**config.mk**
```make
export PLATFORM = sky130hd
export DESIGN_NAME = dtc_sqrt_cell
export DESIGN_NICKNAME = d
export VERILOG_FILES = /design/src/sv/dtc_pkg.sv /design/src/sv/dtc_sqrt_cell.sv
export SDC_FILE = /design/constraint.sdc
export NUM_CORES = 1
export LEC_CHECK = 0
export ABC_AREA = 0
export BUFFER_PORTS_ARGS = -buffer_cell sky130_fd_sc_hd__buf_2
export CELL_PAD_IN_SITES_DETAIL_PLACEMENT = 2
export CELL_PAD_IN_SITES_GLOBAL_PLACEMENT = 2
export CORE_AREA = 5 5 573 575
export DETAILED_ROUTE_END_ITERATION = 10
export DIE_AREA = 0 0 578 580
export PLACE_DENSITY = 0.36
export SETUP_SLACK_MARGIN = 0.2
export SLEW_MARGIN = 5
export SYNTH_ARGS = -nofsm -noshare
export SYNTH_HDL_FRONTEND = slang
export SYNTH_SLANG_ARGS = --single-unit
```
**constraint.sdc**
```tcl
create_clock -name clk -period 45 [get_ports clk]
set_clock_uncertainty 0.15 [all_clocks]
set_input_delay 0 -clock clk [delete_from_list [all_inputs] [get_ports clk]]
set_output_delay 0 -clock clk [all_outputs]
set_load 0.03 [all_outputs]
```
**src/sv/dtc_pkg.sv**
```systemverilog
`timescale 1ns / 1ps
// ----------------------------------------------------------------------------
// dtc_pkg
// Shared types and constants of the dispersion tensor datapath.
// ----------------------------------------------------------------------------
package dtc_pkg;

  localparam int unsigned SqrtSteps = 32;
  localparam int unsigned DivSteps  = 32;
  localparam int unsigned NumW      = 96;
  localparam int unsigned DvsW      = 48;

  localparam logic [1:0] REG_MOL = 2'd0;
  localparam logic [1:0] REG_LON = 2'd1;
  localparam logic [1:0] REG_LAT = 2'd2;

  localparam logic [31:0] MAX32 = 32'hFFFF_FFFF;

  // Beat in flight through the root chain.
  typedef struct packed {
    logic                  vld;
    logic [63:0]           v;
    logic [63:0]           r;
    logic [5:0][NumW-1:0]  num;
    logic [31:0]           mol;
  } dtc_sq_t;

  // One quotient lane of the divider chain.
  typedef struct packed {
    logic [DvsW-1:0] rem;
    logic [31:0]     low;
    logic [31:0]     quo;
    logic            sat;
  } dtc_lane_t;

  // Beat in flight through the divider chain.
  typedef struct packed {
    logic                  vld;
    dtc_lane_t [5:0]       lane;
    logic [DvsW-1:0]       dvs;
    logic [31:0]           mol;
    logic                  zero;
  } dtc_div_t;

endpackage

```
**src/sv/dtc_sqrt_cell.sv**
```systemverilog
`timescale 1ns / 1ps
// ----------------------------------------------------------------------------
// dtc_sqrt_cell
// One step of the bitwise integer square root; hands the beat to the next cell.
// ----------------------------------------------------------------------------
module dtc_sqrt_cell #(
  parameter int unsigned STEP = 0
) (
  input  logic             clk,
  input  logic             rst_n,
  input  logic             en,
  input  dtc_pkg::dtc_sq_t sq_i,
  output dtc_pkg::dtc_sq_t sq_o
);

  localparam logic [63:0] Bit = 64'd1 << (62 - 2 * STEP);

  dtc_pkg::dtc_sq_t sq_r, sq_nxt;
  logic [63:0]      trial;

  always_comb begin
    sq_nxt = sq_i;
    trial  = sq_i.r + Bit;
    if (sq_i.v >= trial) begin
      sq_nxt.v = sq_i.v - trial;
      sq_nxt.r = (sq_i.r >> 1) + Bit;
    end else begin
      sq_nxt.r = sq_i.r >> 1;
    end
  end

  always_ff @(posedge clk) begin
    if (!rst_n) sq_r.vld <= 1'b0;
    else if (en) sq_r <= sq_nxt;
  end

  assign sq_o = sq_r;

endmodule

```
==> flow_metrics.env <==
export IMPL_status="finished, final reports clean"
export IMPL_syn_area_per_cell_um2=17.88
export IMPL_start_kind="input port"
export IMPL_post_dp_hpwl_um=206800
export IMPL_cp_data_required_time_ns=45.39
export IMPL_tightest_slew_ns=1.019
export IMPL_synth_area_um2=27050
export IMPL_vias=27490
export IMPL_max_freq_mhz=217.7
export IMPL_ys_top_cells_by_count="edfxtp_1, a21oi_1, nor2_1"
export IMPL_place_port_buffers=1476
export IMPL_die_h_um=580
export IMPL_rsz0062_at_grt="false"
export IMPL_grt_pass1_wl_um=318300
export IMPL_cts_tree="yes"
export IMPL_synth_compound_gate_area_share_pct=6.364
export IMPL_slew_violations=0
export IMPL_post_cts_buffers=0
export IMPL_setup_viol=0
export IMPL_fin_setup_tns_ns=0
export IMPL_clkLatencyLatePin_ns=0.81
export IMPL_path_clk_slew_ns=0.06
export IMPL_die_area_um2=335200
export IMPL_post_synth_num_cell_types=68
export IMPL_htreeDepth=3
export IMPL_ir_drop_mv=0.02941
export IMPL_synth_nets=2318
export IMPL_core_um2=322700
export IMPL_cts_buffers_inserted=112
export IMPL_postCtsHoldBufs=1473
export IMPL_seq_area_um2=22120
export IMPL_antenna_found_initial=147
export IMPL_nets=5361
export IMPL_wirelength_um=251400
export IMPL_r2r_slack_ns=43.64
export IMPL_pre_cts_slack_ns=40.43
export IMPL_synth_top_family_by_area="compound AO/OA/AOI/OAI gates"
export IMPL_maxCapViolations=0
export IMPL_initial_core_util_pct=8.383
export IMPL_wl_per_cell_um=27.80
export IMPL_gp_congestion=0.8556
export IMPL_vias_per_cell=3.040
export IMPL_drc=0
export IMPL_cts_resized=0
export IMPL_synthTopCellsByArea="edfxtp_1, ha_1, a21oi_1, nor2_1, xnor2_1"
export IMPL_grt_max_degree=133
export IMPL_fin_crit_sh_pct=10.21
export IMPL_first_global_vias=29750
export IMPL_slew_headroom_pct=32.06
export IMPL_postRouteAntennaNets=0
export IMPL_firstDrtPassIters=5
export IMPL_crit_type="input port to flop"
export IMPL_worst_slack_ns=40.41
export IMPL_holdCritPathClass="input port to flop"
export IMPL_die_w_um=578
export IMPL_synth_mux_area_share_pct=0.6891
export IMPL_clock_path_buffers=4
export IMPL_synth_top_cell_area_share_pct=81.70
export IMPL_drtIter0Drc=1472
export IMPL_yosys_warnings=0
export IMPL_largest_reg_flops=737
export IMPL_path_max_fanout=51
export IMPL_multi_input_area_um2=4497
export IMPL_hold_viol=0
export IMPL_yosys_area_share_adder_pct=3.034
export IMPL_postSynth_asyncResetShare_pct=0
export IMPL_synth_xor_area_share_pct=1.910
export IMPL_clockRootBuffer="clkbuf_16"
export IMPL_synth_seq_area_share_pct=81.77
export IMPL_cp_arrival_ns=4.99
export IMPL_ios=1477
export IMPL_synthCells=1513
export IMPL_synth_area_leader_cell="edfxtp_1"
export IMPL_synth_simple_area_share_pct=4.584
export IMPL_clock_sinks=737
export IMPL_crit_path_end_kind="flop"
export IMPL_synth_edf_count=736
export IMPL_grt_overflow=0
export IMPL_nFillCells=36600
export IMPL_synth_seq_cells=737
export IMPL_drive_above_1_share_pct=36.00
export IMPL_synth_most_common_cell="edfxtp_1"
export IMPL_fin_crit_ns=4.594
export IMPL_leakage_uw=0.02294
export IMPL_rows=209
export IMPL_power_density_nw_per_um2=37.45
export IMPL_hold_ws_ns=0.02948
export IMPL_track_usage_pct=14.33
export IMPL_ys_flop_type="edfxtp_1"
export IMPL_syn2layout_area_growth_pct=115.6
[critical path, stage by stage]
cell and delay [ns]:
dlygate4sd3_1 0.52, buf_2 0.12, inv_1 0.04, ha_1 0.27, fa_1 0.44, nand2b_1 0.19
a21oi_1 0.28, o21ai_1 0.17, a211oi_2 0.32, nor4_4 0.10, and3b_1 0.24, o31ai_4 0.27
buf_4 0.55, o211ai_1 0.16, o21ai_1 0.11, dlygate4sd3_1 0.57, o211ai_1 0.08, dlygate4sd3_1 0.55
[cells by family (layout without fill, tap and decap cells)]
logic type,count (synthesis),count (layout)
XOR/XNOR,59,59
multiplexers,17,17
AO/OA/AOI/OAI,272,272
other,0,76
buffers and inverters,112,3241
adder cells (fa/ha/maj),65,65
flip-flops,737,737
AND/OR/NAND/NOR,251,251
[final cells by class]
| type | count | share of cell area, % |
|---|---|---|
| Timing Repair Buffer | 2963 | 38.15 |
| Clock buffer | 129 | 4.952 |
| Clock inverter | 71 | 1.144 |
| Inverter | 78 | 0.5021 |
| Multi-Input combinational cell | 664 | 7.711 |
| Tap cell | 4325 | 9.280 |
| Sequential cell | 737 | 37.93 |
| Antenna cell | 76 | 0.3261 |
[final timing paths]
check | startpoint | endpoint | depth (start not counted)
worst max-delay path | sq_i[672] | sq_o[735] | 18
worst min-delay path | sq_i[507] | sq_o[507] | 2
worst max register to register | sq_o[736] | sq_o[736] | 3
worst min register to register | sq_o[736] | sq_o[736] | 3
[power breakdown]
group / internal, uW / switching, uW / total (uW)
Clock: 515 / 374 / 889
Combinational: 174 / 286 / 461
Sequential: 814 / 20.7 / 834
Total: 1500 / 681 / 2180
[metrics by stage]
| stage | cell area, um2 | power (uW) | instances | utilization, % |
|---|---|---|---|---|
| floorplan | 27050 | 1032 | 1513 | - |
| global placement | 39830 | 1200 | 7294 | 12.34 |
| detailed placement | 39830 | 1198 | 7294 | 12.34 |
| CTS | 58130 | 2241 | 8967 | 18.01 |
| global route | 58210 | 2283 | 9002 | 18.04 |
| finish | 58320 | 2184 | 9043 | 18.07 |
[layer usage]
metal / vias up / global-route usage [%] / part of all wire [%]
met5: - / 0 / 0.091
met4: 38 / 3.525 / 3.1
met3: 314 / 4.838 / 8.3
met2: 1159 / 25.34 / 49
met1: 13950 / 16.50 / 39
li1: 12030 / - / -
[cell usage in the layout, fill, tap and decap left out, drive strengths merged, types with 12 or more instances in the layout]
cell | netlist | final
buf | 21 | 1490
dlygate4sd3 | 0 | 1473
edfxtp | 736 | 736
clkbuf | 13 | 129
a21oi | 114 | 114
nor2 | 90 | 90
inv | 78 | 83
diode | 0 | 76
ha | 64 | 64
nand2 | 54 | 54
clkinv | 0 | 48
o21ai | 44 | 44
xnor2 | 38 | 38
a21o | 32 | 32
nand4 | 25 | 25
xor2 | 21 | 21
nand2b | 14 | 14
nor3 | 13 | 13
mux2 | 13 | 13
o21bai | 12 | 12
(Power assumes the default switching activity.)
